File: src/rtl/rpn_stack_calculator_top_macros.svh
// Assertion macros of the stack calculator top level.
`ifndef RPN_STACK_CALCULATOR_TOP_MACROS_SVH
`define RPN_STACK_CALCULATOR_TOP_MACROS_SVH

// Same-cycle implication, sampled on clk, off while rst_n is low
`define RSC_ASSERT_SAME(lbl, ante, cons, msg) \
    lbl: assert property (@(posedge clk) disable iff (!rst_n) (ante) |-> (cons)) \
        else $error(msg);

// Next-cycle implication, sampled on clk, off while rst_n is low
`define RSC_ASSERT_NEXT(lbl, ante, cons, msg) \
    lbl: assert property (@(posedge clk) disable iff (!rst_n) (ante) |=> (cons)) \
        else $error(msg);

`endif

File: src/rtl/rsc_pkg.sv
// Types, codes and microprogram ROM of the stack calculator.
`timescale 1ns / 1ps

package rsc_pkg;

    localparam int WORD_W = 32;
    localparam int UPC_W  = 5;

    typedef enum logic [2:0] {
        REQ_PUSH, REQ_ADD, REQ_SUB, REQ_MUL, REQ_DIV, REQ_EMIT, REQ_PRINT, REQ_DUMP
    } req_t;

    typedef enum logic [2:0] {
        KIND_CHAR, KIND_NUM, KIND_DEPTH, KIND_ELEM, KIND_ERR
    } kind_t;

    typedef enum logic [1:0] {
        ERR_NONE, ERR_UNDER, ERR_OVER, ERR_DIVZ
    } err_t;

    // jump conditions
    typedef enum logic [3:0] {
        C_NEVER, C_FULL, C_LT2, C_EMPTY, C_NONEMPTY, C_ISDIV, C_BZERO, C_DIVBUSY,
        C_MORE
    } cond_t;

    typedef enum logic [1:0] {RD_NONE, RD_TOP, RD_SECOND, RD_IDX} rd_t;
    typedef enum logic [1:0] {WR_NONE, WR_LIT, WR_RES} wr_t;
    typedef enum logic [1:0] {DEP_HOLD, DEP_INC, DEP_DEC} dep_t;
    typedef enum logic [1:0] {IDX_HOLD, IDX_CLR, IDX_INC} idxop_t;

    typedef enum logic [2:0] {
        OUT_NONE, OUT_HEADER, OUT_ELEM, OUT_POP, OUT_ERR_OVER, OUT_ERR_UNDER, OUT_ERR_DIVZ
    } out_t;

    typedef logic [UPC_W-1:0] upc_t;

    // One control word. A taken jump suppresses all actions of its word.
    typedef struct packed {
        cond_t  cond;
        upc_t   target;
        rd_t    rd;
        wr_t    wr;
        logic   ld_a;
        logic   ld_b;
        logic   ld_r;
        logic   div_go;
        dep_t   dep;
        idxop_t idx;
        out_t   out;
        logic   done;
    } ctrl_t;

    // microprogram addresses
    localparam upc_t UA_PUSH0 = upc_t'(0);
    localparam upc_t UA_PUSH1 = upc_t'(1);
    localparam upc_t UA_AR0   = upc_t'(2);
    localparam upc_t UA_AR1   = upc_t'(3);
    localparam upc_t UA_AR2   = upc_t'(4);
    localparam upc_t UA_AR3   = upc_t'(5);
    localparam upc_t UA_AR4   = upc_t'(6);
    localparam upc_t UA_AR5   = upc_t'(7);
    localparam upc_t UA_DV0   = upc_t'(8);
    localparam upc_t UA_DV1   = upc_t'(9);
    localparam upc_t UA_DV2   = upc_t'(10);
    localparam upc_t UA_PP0   = upc_t'(11);
    localparam upc_t UA_PP1   = upc_t'(12);
    localparam upc_t UA_PP2   = upc_t'(13);
    localparam upc_t UA_DM0   = upc_t'(14);
    localparam upc_t UA_DM1   = upc_t'(15);
    localparam upc_t UA_DM2   = upc_t'(16);
    localparam upc_t UA_DM3   = upc_t'(17);
    localparam upc_t UA_DM4   = upc_t'(18);
    localparam upc_t UA_EOV   = upc_t'(19);
    localparam upc_t UA_EUN   = upc_t'(20);
    localparam upc_t UA_EDZ   = upc_t'(21);
    localparam upc_t UA_LAST  = UA_EDZ;

    // Entry point of each word type
    function automatic upc_t rsc_entry(req_t req);
        upc_t e;
        case (req)
            REQ_PUSH:                          e = UA_PUSH0;
            REQ_ADD, REQ_SUB, REQ_MUL, REQ_DIV: e = UA_AR0;
            REQ_EMIT, REQ_PRINT:               e = UA_PP0;
            REQ_DUMP:                          e = UA_DM0;
            default:                           e = UA_DM0;
        endcase
        return e;
    endfunction

    // Microprogram ROM
    function automatic ctrl_t rsc_ucode(upc_t upc);
        ctrl_t w;
        w = '{cond: C_NEVER, target: UA_PUSH0, rd: RD_NONE, wr: WR_NONE,
              ld_a: 1'b0, ld_b: 1'b0, ld_r: 1'b0, div_go: 1'b0, dep: DEP_HOLD,
              idx: IDX_HOLD, out: OUT_NONE, done: 1'b0};
        case (upc)
            // push: overflow check, then write at depth
            UA_PUSH0: begin w.cond = C_FULL; w.target = UA_EOV; end
            UA_PUSH1: begin w.wr = WR_LIT; w.dep = DEP_INC; w.done = 1'b1; end
            // binary ops: fetch b then a, compute, write back
            UA_AR0:   begin w.cond = C_LT2; w.target = UA_EUN; end
            UA_AR1:   w.rd = RD_TOP;
            UA_AR2:   begin w.ld_b = 1'b1; w.rd = RD_SECOND; end
            UA_AR3:   w.ld_a = 1'b1;
            UA_AR4:   begin w.cond = C_ISDIV; w.target = UA_DV0; w.ld_r = 1'b1; end
            UA_AR5:   begin w.wr = WR_RES; w.dep = DEP_DEC; w.done = 1'b1; end
            // division: zero check, run divider, write back
            UA_DV0:   begin w.cond = C_BZERO; w.target = UA_EDZ; w.div_go = 1'b1; end
            UA_DV1:   begin w.cond = C_DIVBUSY; w.target = UA_DV1; w.ld_r = 1'b1; end
            UA_DV2:   begin w.wr = WR_RES; w.dep = DEP_DEC; w.done = 1'b1; end
            // emit / print
            UA_PP0:   begin w.cond = C_EMPTY; w.target = UA_EUN; end
            UA_PP1:   begin w.rd = RD_TOP; w.dep = DEP_DEC; end
            UA_PP2:   begin w.out = OUT_POP; w.done = 1'b1; end
            // dump: header, then bottom to top
            UA_DM0:   begin w.out = OUT_HEADER; w.idx = IDX_CLR; end
            UA_DM1:   begin w.cond = C_NONEMPTY; w.target = UA_DM2; w.done = 1'b1; end
            UA_DM2:   w.rd = RD_IDX;
            UA_DM3:   begin w.out = OUT_ELEM; w.idx = IDX_INC; end
            UA_DM4:   begin w.cond = C_MORE; w.target = UA_DM2; w.done = 1'b1; end
            // error reports
            UA_EOV:   begin w.out = OUT_ERR_OVER; w.done = 1'b1; end
            UA_EUN:   begin w.out = OUT_ERR_UNDER; w.done = 1'b1; end
            UA_EDZ:   begin w.out = OUT_ERR_DIVZ; w.done = 1'b1; end
            default:  w.done = 1'b1;
        endcase
        return w;
    endfunction

endpackage

File: src/rtl/rpn_stack_calculator_top.sv
// Top level of the stack calculator: microcoded sequencer, stack RAM and ALU.
//
//  channel   handshake         fields
//  -------   ---------------   --------------------------------------------
//  request   start / busy      req_type, literal_value
//  result    strobe (1 cycle)  out_kind, out_value, err_code, last_of_run
//
// A word is taken when start is high and busy is low; busy then stays high
// while the microprogram runs. Add/sub/mul fetch b then a from the stack
// RAM; div runs the divider, which makes one quotient bit per cycle; dump
// makes one stack RAM read per element. The single stack RAM read port
// sets the operand fetch steps.
// Reset empties the stack; stack contents need no clearing. Results cannot
// be stalled: each stands on the ports for one cycle with strobe high.
`timescale 1ns / 1ps

module rpn_stack_calculator_top import rsc_pkg::*; #(
    parameter int STACK_DEPTH = 32
) (
    input  logic                     clk,
    input  logic                     rst_n,
    input  logic                     start,
    output logic                     busy,
    input  logic [2:0]               req_type,
    input  logic signed [WORD_W-1:0] literal_value,
    output logic                     strobe,
    output logic [2:0]               out_kind,
    output logic signed [WORD_W-1:0] out_value,
    output logic [1:0]               err_code,
    output logic                     last_of_run
);

`include "rpn_stack_calculator_top_macros.svh"

    localparam int DEPTH_W = $clog2(STACK_DEPTH + 1);
    localparam int ADDR_W  = $clog2(STACK_DEPTH);
    localparam logic [DEPTH_W-1:0] FULL_LVL = DEPTH_W'(STACK_DEPTH);
    localparam logic [DEPTH_W-1:0] ONE      = DEPTH_W'(1);
    localparam logic [DEPTH_W-1:0] TWO      = DEPTH_W'(2);

    // sequencer state
    logic               run_reg;
    upc_t               upc_reg;
    logic [DEPTH_W-1:0] depth_reg;
    logic [DEPTH_W-1:0] idx_reg;

    // word and operand registers
    req_t              op_reg;
    logic [WORD_W-1:0] lit_reg;
    logic [WORD_W-1:0] a_reg;
    logic [WORD_W-1:0] b_reg;
    logic [WORD_W-1:0] r_reg;

    // result registers
    logic              strobe_reg;
    kind_t             kind_reg;
    logic [WORD_W-1:0] value_reg;
    err_t              err_reg;
    logic              last_reg;

    ctrl_t              ctrl;
    logic               accept;
    logic               cond_hit;
    logic               take;
    logic               act;
    logic [DEPTH_W-1:0] depth_m1;
    logic [DEPTH_W-1:0] depth_m2;
    logic               rd_en;
    logic [ADDR_W-1:0]  rd_addr;
    logic [WORD_W-1:0]  rd_data;
    logic               wr_en;
    logic [ADDR_W-1:0]  wr_addr;
    logic [WORD_W-1:0]  wr_data;
    logic [WORD_W-1:0]  alu;
    logic               div_go;
    logic               div_busy;
    logic [WORD_W-1:0]  quotient;
    kind_t              kind_next;
    logic [WORD_W-1:0]  value_next;
    err_t               err_next;
    logic               last_next;

    assign accept   = start && !run_reg;
    assign ctrl     = rsc_ucode(upc_reg);
    assign depth_m1 = depth_reg - ONE;
    assign depth_m2 = depth_reg - TWO;

    // jump condition
    always_comb
    begin
        case (ctrl.cond)
            C_NEVER:    cond_hit = 1'b0;
            C_FULL:     cond_hit = (depth_reg >= FULL_LVL);
            C_LT2:      cond_hit = (depth_reg < TWO);
            C_EMPTY:    cond_hit = (depth_reg == '0);
            C_NONEMPTY: cond_hit = (depth_reg != '0);
            C_ISDIV:    cond_hit = (op_reg == REQ_DIV);
            C_BZERO:    cond_hit = (b_reg == '0);
            C_DIVBUSY:  cond_hit = div_busy;
            C_MORE:     cond_hit = (idx_reg != depth_reg);
            default:    cond_hit = 1'b0;
        endcase
    end

    assign take = run_reg && cond_hit;
    assign act  = run_reg && !cond_hit;

    // stack RAM addressing
    always_comb
    begin
        case (ctrl.rd)
            RD_TOP:    rd_addr = depth_m1[ADDR_W-1:0];
            RD_SECOND: rd_addr = depth_m2[ADDR_W-1:0];
            RD_IDX:    rd_addr = idx_reg[ADDR_W-1:0];
            default:   rd_addr = '0;
        endcase
    end

    assign rd_en   = act && (ctrl.rd != RD_NONE);
    assign wr_en   = act && (ctrl.wr != WR_NONE);
    assign wr_addr = (ctrl.wr == WR_LIT) ? depth_reg[ADDR_W-1:0] : depth_m2[ADDR_W-1:0];
    assign wr_data = (ctrl.wr == WR_LIT) ? lit_reg : r_reg;

    rsc_ram #(
        .WIDTH (WORD_W),
        .DEPTH (STACK_DEPTH)
    ) u_stack (
        .clk     (clk),
        .wr_en   (wr_en),
        .wr_addr (wr_addr),
        .wr_data (wr_data),
        .rd_en   (rd_en),
        .rd_addr (rd_addr),
        .rd_data (rd_data)
    );

    // divider
    assign div_go = act && ctrl.div_go;

    rsc_div u_div (
        .clk      (clk),
        .rst_n    (rst_n),
        .go       (div_go),
        .dividend (a_reg),
        .divisor  (b_reg),
        .busy     (div_busy),
        .quotient (quotient)
    );

    // ALU, wraps to word width
    always_comb
    begin
        case (op_reg)
            REQ_ADD: alu = a_reg + b_reg;
            REQ_SUB: alu = a_reg - b_reg;
            REQ_MUL: alu = a_reg * b_reg;
            REQ_DIV: alu = quotient;
            default: alu = a_reg + b_reg;
        endcase
    end

    // result formatting
    always_comb
    begin
        kind_next  = KIND_ERR;
        value_next = '0;
        err_next   = ERR_NONE;
        last_next  = 1'b1;
        case (ctrl.out)
            OUT_HEADER:
            begin
                kind_next  = KIND_DEPTH;
                value_next = {{(WORD_W-DEPTH_W){1'b0}}, depth_reg};
                last_next  = (depth_reg == '0);
            end
            OUT_ELEM:
            begin
                kind_next  = KIND_ELEM;
                value_next = rd_data;
                last_next  = ((idx_reg + ONE) == depth_reg);
            end
            OUT_POP:
            begin
                if (op_reg == REQ_EMIT)
                begin
                    kind_next  = KIND_CHAR;
                    value_next = {{(WORD_W-8){1'b0}}, rd_data[7:0]};
                end
                else
                begin
                    kind_next  = KIND_NUM;
                    value_next = rd_data;
                end
            end
            OUT_ERR_OVER:  err_next = ERR_OVER;
            OUT_ERR_UNDER: err_next = ERR_UNDER;
            OUT_ERR_DIVZ:  err_next = ERR_DIVZ;
            default:       last_next = 1'b0;
        endcase
    end

    // sequencer and stack pointer
    always_ff @(posedge clk or negedge rst_n)
    begin
        if (!rst_n)
        begin
            run_reg    <= 1'b0;
            upc_reg    <= UA_PUSH0;
            depth_reg  <= '0;
            idx_reg    <= '0;
            strobe_reg <= 1'b0;
        end
        else
        begin
            strobe_reg <= act && (ctrl.out != OUT_NONE);
            if (accept)
            begin
                run_reg <= 1'b1;
                upc_reg <= rsc_entry(req_t'(req_type));
            end
            else if (take)
            begin
                upc_reg <= ctrl.target;
            end
            else if (act)
            begin
                upc_reg <= upc_reg + upc_t'(1);
                if (ctrl.done)
                begin
                    run_reg <= 1'b0;
                end
                case (ctrl.dep)
                    DEP_INC: depth_reg <= depth_reg + ONE;
                    DEP_DEC: depth_reg <= depth_m1;
                    default: depth_reg <= depth_reg;
                endcase
                case (ctrl.idx)
                    IDX_CLR: idx_reg <= '0;
                    IDX_INC: idx_reg <= idx_reg + ONE;
                    default: idx_reg <= idx_reg;
                endcase
            end
        end
    end

    // payload registers
    always_ff @(posedge clk)
    begin
        if (accept)
        begin
            op_reg  <= req_t'(req_type);
            lit_reg <= literal_value;
        end
        if (act && ctrl.ld_b)
        begin
            b_reg <= rd_data;
        end
        if (act && ctrl.ld_a)
        begin
            a_reg <= rd_data;
        end
        if (act && ctrl.ld_r)
        begin
            r_reg <= alu;
        end
        if (act && (ctrl.out != OUT_NONE))
        begin
            kind_reg  <= kind_next;
            value_reg <= value_next;
            err_reg   <= err_next;
            last_reg  <= last_next;
        end
    end

    assign busy        = run_reg;
    assign strobe      = strobe_reg;
    assign out_kind    = kind_reg;
    assign out_value   = value_reg;
    assign err_code    = err_reg;
    assign last_of_run = last_reg;

    // checks
    `RSC_ASSERT_NEXT(a_accept_runs, start && !busy, run_reg,
        "accepted word did not start the sequencer")
    `RSC_ASSERT_SAME(a_depth_bound, 1'b1, depth_reg <= FULL_LVL,
        "stack depth beyond capacity")
    `RSC_ASSERT_SAME(a_err_keeps_stack, strobe_reg && kind_reg == KIND_ERR,
        $stable(depth_reg), "error result changed the stack depth")
    `RSC_ASSERT_SAME(a_div_idle_start, div_go, !div_busy,
        "divider restarted while busy")
    `RSC_ASSERT_SAME(a_upc_range, run_reg, upc_reg <= UA_LAST,
        "microprogram counter left the program")

endmodule

File: src/rtl/rsc_ram.sv
// Generic single-write, single-read RAM with registered read data.
`timescale 1ns / 1ps

module rsc_ram #(
    parameter int WIDTH = 32,
    parameter int DEPTH = 32
) (
    input  logic                     clk,
    input  logic                     wr_en,
    input  logic [$clog2(DEPTH)-1:0] wr_addr,
    input  logic [WIDTH-1:0]         wr_data,
    input  logic                     rd_en,
    input  logic [$clog2(DEPTH)-1:0] rd_addr,
    output logic [WIDTH-1:0]         rd_data
);

    logic [WIDTH-1:0] mem [DEPTH];

    always_ff @(posedge clk)
    begin
        if (wr_en)
        begin
            mem[wr_addr] <= wr_data;
        end
        if (rd_en)
        begin
            rd_data <= mem[rd_addr];
        end
    end

endmodule

File: src/rtl/rsc_div.sv
// Signed 32-bit restoring divider, one quotient bit per cycle, truncating.
`timescale 1ns / 1ps

module rsc_div import rsc_pkg::*; (
    input  logic              clk,
    input  logic              rst_n,
    input  logic              go,
    input  logic [WORD_W-1:0] dividend,
    input  logic [WORD_W-1:0] divisor,
    output logic              busy,
    output logic [WORD_W-1:0] quotient
);

    localparam int CNT_W = $clog2(WORD_W + 1);

    logic [CNT_W-1:0]  cnt_reg;
    logic              busy_reg;
    logic              neg_reg;
    logic [WORD_W-1:0] rem_reg;
    logic [WORD_W-1:0] quo_reg;
    logic [WORD_W-1:0] dvs_reg;
    logic [WORD_W:0]   shifted;
    logic [WORD_W:0]   diff;

    // trial subtract of the shifted remainder
    assign shifted = {rem_reg, quo_reg[WORD_W-1]};
    assign diff    = shifted - {1'b0, dvs_reg};

    // control
    always_ff @(posedge clk or negedge rst_n)
    begin
        if (!rst_n)
        begin
            busy_reg <= 1'b0;
            cnt_reg  <= '0;
        end
        else if (go)
        begin
            busy_reg <= 1'b1;
            cnt_reg  <= CNT_W'(WORD_W);
        end
        else if (busy_reg)
        begin
            cnt_reg  <= cnt_reg - CNT_W'(1);
            busy_reg <= (cnt_reg != CNT_W'(1));
        end
    end

    // datapath on magnitudes; sign applied at the output
    always_ff @(posedge clk)
    begin
        if (go)
        begin
            rem_reg <= '0;
            quo_reg <= dividend[WORD_W-1] ? (~dividend + WORD_W'(1)) : dividend;
            dvs_reg <= divisor[WORD_W-1] ? (~divisor + WORD_W'(1)) : divisor;
            neg_reg <= dividend[WORD_W-1] ^ divisor[WORD_W-1];
        end
        else if (busy_reg)
        begin
            if (!diff[WORD_W])
            begin
                rem_reg <= diff[WORD_W-1:0];
            end
            else
            begin
                rem_reg <= shifted[WORD_W-1:0];
            end
            quo_reg <= {quo_reg[WORD_W-2:0], ~diff[WORD_W]};
        end
    end

    assign busy     = busy_reg;
    assign quotient = neg_reg ? (~quo_reg + WORD_W'(1)) : quo_reg;

endmodule

File: config.mk
export PLATFORM = sky130hd
export DESIGN_NAME = rpn_stack_calculator_top
export DESIGN_NICKNAME = d
export VERILOG_FILES = /design/src/rtl/rsc_pkg.sv /design/src/rtl/rpn_stack_calculator_top.sv /design/src/rtl/rsc_ram.sv /design/src/rtl/rsc_div.sv
export VERILOG_INCLUDE_DIRS = /design/src /design/src/rtl
export SDC_FILE = /design/constraint.sdc
export NUM_CORES = 2
export LEC_CHECK = 0
export BUFFER_PORTS_ARGS = -buffer_cell sky130_fd_sc_hd__buf_2
export CAP_MARGIN = 5
export CORE_MARGIN = 2
export CORE_UTILIZATION = 58
export CTS_CLUSTER_DIAMETER = 100
export DETAILED_ROUTE_END_ITERATION = 8
export PLACE_DENSITY = 0.87
export SETUP_SLACK_MARGIN = 0.15
export SLEW_MARGIN = 20
export SYNTH_ARGS = -nofsm -noshare
export SYNTH_HDL_FRONTEND = slang
export SYNTH_SLANG_ARGS = --single-unit
File: constraint.sdc
create_clock -name clk -period 7 [get_ports clk]
set_clock_uncertainty 0.05 [all_clocks]
set_input_delay 2.1 -clock clk [delete_from_list [all_inputs] [get_ports clk]]
set_output_delay 2.1 -clock clk [all_outputs]
set_load 0.02 [all_outputs]
* Word-level counts from Yosys, hierarchy flattened
Memory sizes are Yosys's and may differ from the RTL's. A register that Yosys moved wholly into a read port is not among the register bits. Cells that the tools add are included.
Storage, ports and cells: input port bits 38, memory bits (writable) 1024, word-level logic and storage cells 172, flip-flop bits (word level) 292, memories 2, bits in latches 0, bits in read-only memories 32
Memory list:
- u_stack.mem | words 32, width 32, read ports 1, clocked after Yosys merged registers in 1, write ports 1, line rsc_ram.sv:17 | logic [WIDTH-1:0] mem [DEPTH];
- (no name shown) | words 8, width 4, read ports 1, clocked after Yosys merged registers in 0, write ports 0, line rsc_pkg.sv:82 | case (req)
Cells by class: add/sub/neg operators 12, multiply operators 1, div/mod/pow operators 0, $lt $le $gt $ge 2, reductions and logical operators 33, bitwise logic cells 7, multiplexer cells 42, shift-type cells 0, equality and inequality tests 52
Operator list (count):
- 2-to-1 mux 32 bit | 7
- one-hot mux 32 bit (3 select lines) | 2
- adder 32 x 1 -> 32 bit (second input constant) | 3
- NOT 32 bit | 3
- one-hot mux 9 bit (8 select lines) | 1
- == test 5 x 4 -> 1 bit (second input constant) | 8
- subtractor 33 x 32 -> 33 bit | 1
- adder 32 bit | 1
- zero test 32 bit | 1
- multiplier 32 x 32 -> 32 bit | 1
- subtractor 32 bit | 1
- 2-to-1 mux 31 bit | 1
- == test 5 bit (second input constant) | 6
- one-hot mux 6 bit (2 select lines) | 2
- == test 5 x 3 -> 1 bit (second input constant) | 4
- 2-to-1 mux 5 bit | 4
- one-hot mux 3 bit (6 select lines) | 1
- == test 4 x 3 -> 1 bit (second input constant) | 4
- == test 3 bit (second input constant) | 5
- one-hot mux 5 bit (3 select lines) | 1
- 2-to-1 mux 1 bit | 13
- OR reduction 13 bit | 1
- adder 6 x 1 -> 6 bit (second input constant) | 2
- == test 3 x 2 -> 1 bit (second input constant) | 4
- 38 further kinds | 72

* Logic depth before layout (Yosys ltp)
depth in word-level cells 9, depth in mapped cells 29, gate-level depth less buffers 26

* Hierarchy
Synthesis repeated with hierarchy kept, for this count alone.
Second synthesis, totals: cells, all modules 5853, area total of the unflattened synthesis 74924.4 µm²
By module, submodules not included:
- rsc_ram | area an instance 40805.4 µm², cells each 2260, times used 1
- rpn_stack_calculator_top | area an instance 26461.6 µm², cells each 2720, times used 1
- rsc_div | area an instance 7657.3 µm², cells each 873, times used 1

* Least setup slack after synthesis
Ideal clock, no wire load.
kind register to register, start reg b_reg[4], end reg r_reg[30], data pin, library setup time 267 ps, stages on the path, launching flop included 28, setup slack -188 ps, data required time 6683 ps, arrival time 6871 ps, cell sequence edfxtp_1 clkbuf_1 clkbuf_1 and2_1 fa_1 inv_1 fa_1 fa_1 fa_1 inv_1 fa_1 inv_1 fa_1 inv_1 fa_1 fa_1 ha_1 clkbuf_1 a21oi_1 o21ai_0 a31oi_1 o21ai_0 o41a_1 a21o_1 a21oi_1 xnor2_1 a21oi_1 o21ai_0
On the way: cells in the longest elaborated chain, start to end 2, elaborated cells between the ends (all ways) 4, classes of those cells add/sub (2); mul (1); mux (1)
RTL lines:
- start, declared | line rpn_stack_calculator_top.sv:51 | logic [WORD_W-1:0] b_reg;
- start signal, assigned | line rpn_stack_calculator_top.sv:256 | b_reg <= rd_data;
- multiplier 32 x 32 -> 32 bit (tied with other cells) | line rpn_stack_calculator_top.sv:156 | REQ_MUL: alu = a_reg * b_reg;
- one-hot mux 32 bit (3 select lines) (*) | line rpn_stack_calculator_top.sv:153 | case (op_reg)
- via alu[30] | line rpn_stack_calculator_top.sv:74 | logic [WORD_W-1:0] alu;
- end signal, assigned | line rpn_stack_calculator_top.sv:264 | r_reg <= alu;
- end, declared | line rpn_stack_calculator_top.sv:52 | logic [WORD_W-1:0] r_reg;
The timed path passes the listed nets; every way through them passes the cells marked *. A chain may end at the register's enable or synchronous reset.

* Final worst setup path
start reg a_reg[16], end reg r_reg[29], data pin
On the way: cells in the longest elaborated chain, start to end 2, elaborated cells between the ends (all ways) 4, classes of those cells add/sub (2); mul (1); mux (1)
RTL lines:
- start, declared | line rpn_stack_calculator_top.sv:50 | logic [WORD_W-1:0] a_reg;
- start signal, assigned | line rpn_stack_calculator_top.sv:260 | a_reg <= rd_data;
- multiplier 32 x 32 -> 32 bit (tied with other cells) | line rpn_stack_calculator_top.sv:156
- one-hot mux 32 bit (3 select lines) (*) | line rpn_stack_calculator_top.sv:153
- via alu[29] | line rpn_stack_calculator_top.sv:74
Marked as above.

==> impl_metrics.ini <==
[status]
status = finished, violations left
failed_checks = negative setup slack

[yosys]
synthArstFlopShare_pct = 1.929
netlist_area_um2 = 75330
yosysTopAreaCellShare_pct = 51.42
ys_types = 82
syn_area_per_cell_um2 = 11.76
syn_nets = 7061
synth_edf_count = 1290
yosys_warnings = 0
netlist_top_cells_area = edfxtp_1 51%, fa_1 11%, and2_1 4.9%
seq_area_frac_synth_pct = 53.14
synth_area_leader_cell = edfxtp_1
syn_inst = 6406
ys_ff_latch = 1348
synthFlopType = edfxtp_1

[clocking]
clockBufferDepth = 3
cts_sinks = 1348
ctsHoldBuffers = 0
cts_made_buffers = 135
htreeDepth = 4
clk_pin_slew_worst_paths_ps = 70
cts_tree = built
cts-root-buf = clkbuf_16
worstSkewPairLatency_ps = 800

[setup_path]
reg2regPathDepth = 25
rrSetupSlack_ps = -190
r2r_end = r_reg[29]
worst-setup-path-type = reg2reg
worstSetupStartpointType = register
reg2reg_from = a_reg[16]
path_max_fanout = 4
required_ps = 7450
crit_path_end_kind = register
crit_arrival_ps = 7650

[die]
num_rows = 132
core_area_um2 = 129200
die_x_um = 364.4
die-height_um = 364.4
io_pins = 78
die_area_um2 = 132800
start_util_pct = 58.33

[route]
drc = 0
vias_per_cell = 6.474
drtAntennaViolNets = 0
initialDrtViolationCount = 8032
avgRoutedWirePerCell_um = 26.55
dr.pass1.iters = 7
num_vias = 54244
routed_wl_mm = 222.5

[grt]
grtUsageMet3_pct = 8.059
gr-usage-met1_pct = 41.72
antenna_found_initial = 20
grt_overflow = 0
grt_pass1_vias = 53897
met2_usage_pct = 53.54
busiest_layer = met2
grt_max_degree = 137
grt_first_pass_wirelength_mm = 328.8
grt_use_total_pct = 33.29

[placement]
gp_congestion = 0.9858
place.port_buffers = 77
dp_hpwl_mm = 141.5
dp_cells = 8105

[sta]
hold_violations = 0
fin_crit_ps = 7192
max-slew-margin-rel_pct = 19.90
finalSetupTns_ps = -496.4
finalCritPeriodShare_pct = 102.7
setup-violations-final = 5
final.setup.worst_slack_ps = -191.9
slew_viol_final = 0
timing.fmax_mhz = 139.0
tightest_slew_ps = 1199
grt_setup_unrepaired = yes

[layout]
area_growth_pct = 12.59
final_nets = 7183
final_cell_mix = 1290 x edfxtp_1, 977 x nand2_1, 579 x and2_1
largest_register = u_stack.mem
drive_gt1_share_pct = 12.34
fin_cells = 8379
largest_reg_flops = 1024
final_common_cell = edfxtp_1

[hold_path]
min_delay_path_depth = 0
holdCritStartpoint = u_stack.rd_data[25]
hold_path_class = reg2reg
hold_path_end = a_reg[25]

[job]
maxCapViolCount = 0
[critical path, stage by stage, from the launching register on]
cell      delay [ps]
edfxtp_1         430
buf_6            160
and2_4           140
fa_1             560
inv_2             40
fa_1             520
fa_1             450
fa_1             510
inv_1             50
fa_1             480
inv_1             50
fa_1             500
inv_2             50
fa_2             450
fa_2             610
ha_4             220
a21o_1           190
a21o_1           220
a21oi_2          120
o31a_1           180
a21oi_2           80
o211ai_1         240
nand2_1           80
a21o_1           210
xnor2_2          190
o221ai_2         110
[cells in the mapped netlist (all sizes together) (149+ instances only)]
cell    count
o21ai     149
xnor2     170
ha        207
inv       458
a211oi    271
nor2      180
a311oi    261
and2      595
edfxtp   1290
clkbuf    387
a21oi     168
fa        410
nand2     991
[per-layer routing]
| metal | part of all wire, % | vias up |
|---|---|---|
| met1 | 34 | 26515 |
| met4 | 6.1 | 14 |
| li1 | - | 22894 |
| met5 | 0.043 | - |
| met3 | 13 | 883 |
| met2 | 47 | 3938 |
[stage by stage]
stage	hold WS (ps)	utilization, %	setup slack (ps)	cell area, um2
2_1_floorplan	386.2	-	66.07	75490
3_3_place_gp	410.1	61.48	-188.2	79410
3_5_place_dp	417.4	61.49	-302.8	79420
4_1_cts	416.2	65.05	-104.1	84010
5_1_grt	428.8	65.66	-374.9	84810
6_report	413.3	65.67	-191.9	84820
[how the worst max path moves through the flow]
stage	start	endpoint	slack [ps]
final	a_reg[16]	r_reg[29]	-190
after global routing	a_reg[16]	r_reg[29]	-370
after CTS	a_reg[16]	r_reg[29]	-100
after detailed placement	b_reg[2]	r_reg[30]	-300
after global placement	b_reg[2]	r_reg[30]	-190
after floorplan	b_reg[7]	r_reg[29]	70
[logic make-up (layout without fill, tap and decap cells)]
kind of cell / Yosys count / count (layout) / synth area share (%)
xor+xnor: 286 / 286 / 3.325
buf+inv: 890 / 1113 / 4.493
other cells: 0 / 8 / 0
flops: 1348 / 1348 / 53.14
fa+ha+maj: 617 / 617 / 14.33
simple gates: 2107 / 2107 / 13.54
mux: 23 / 23 / 0.3139
compound gates: 1135 / 1135 / 10.85
[timing repair]
item	in CTS	in global routing
setup endpoints to repair	16	17
setup buffers	2	24
pin swaps	17	102
gates cloned	0	1
resized for setup	42	142
[layout make-up]
type / instances / area, um2
Sequential cell: 1348 / 40030
Fill cell: 8890 / 44340
Clock buffer: 170 / 3616
Tap cell: 1742 / 2180
Antenna cell: 8 / 20.02
Multi-Input combinational cell: 4168 / 33040
Inverter: 458 / 1720
Clock inverter: 68 / 730.7
Timing Repair Buffer: 417 / 3483
Power is left out: the tool's default activity adds up to more than one toggle a clock period on the data nets, which glitch-free logic cannot reach.
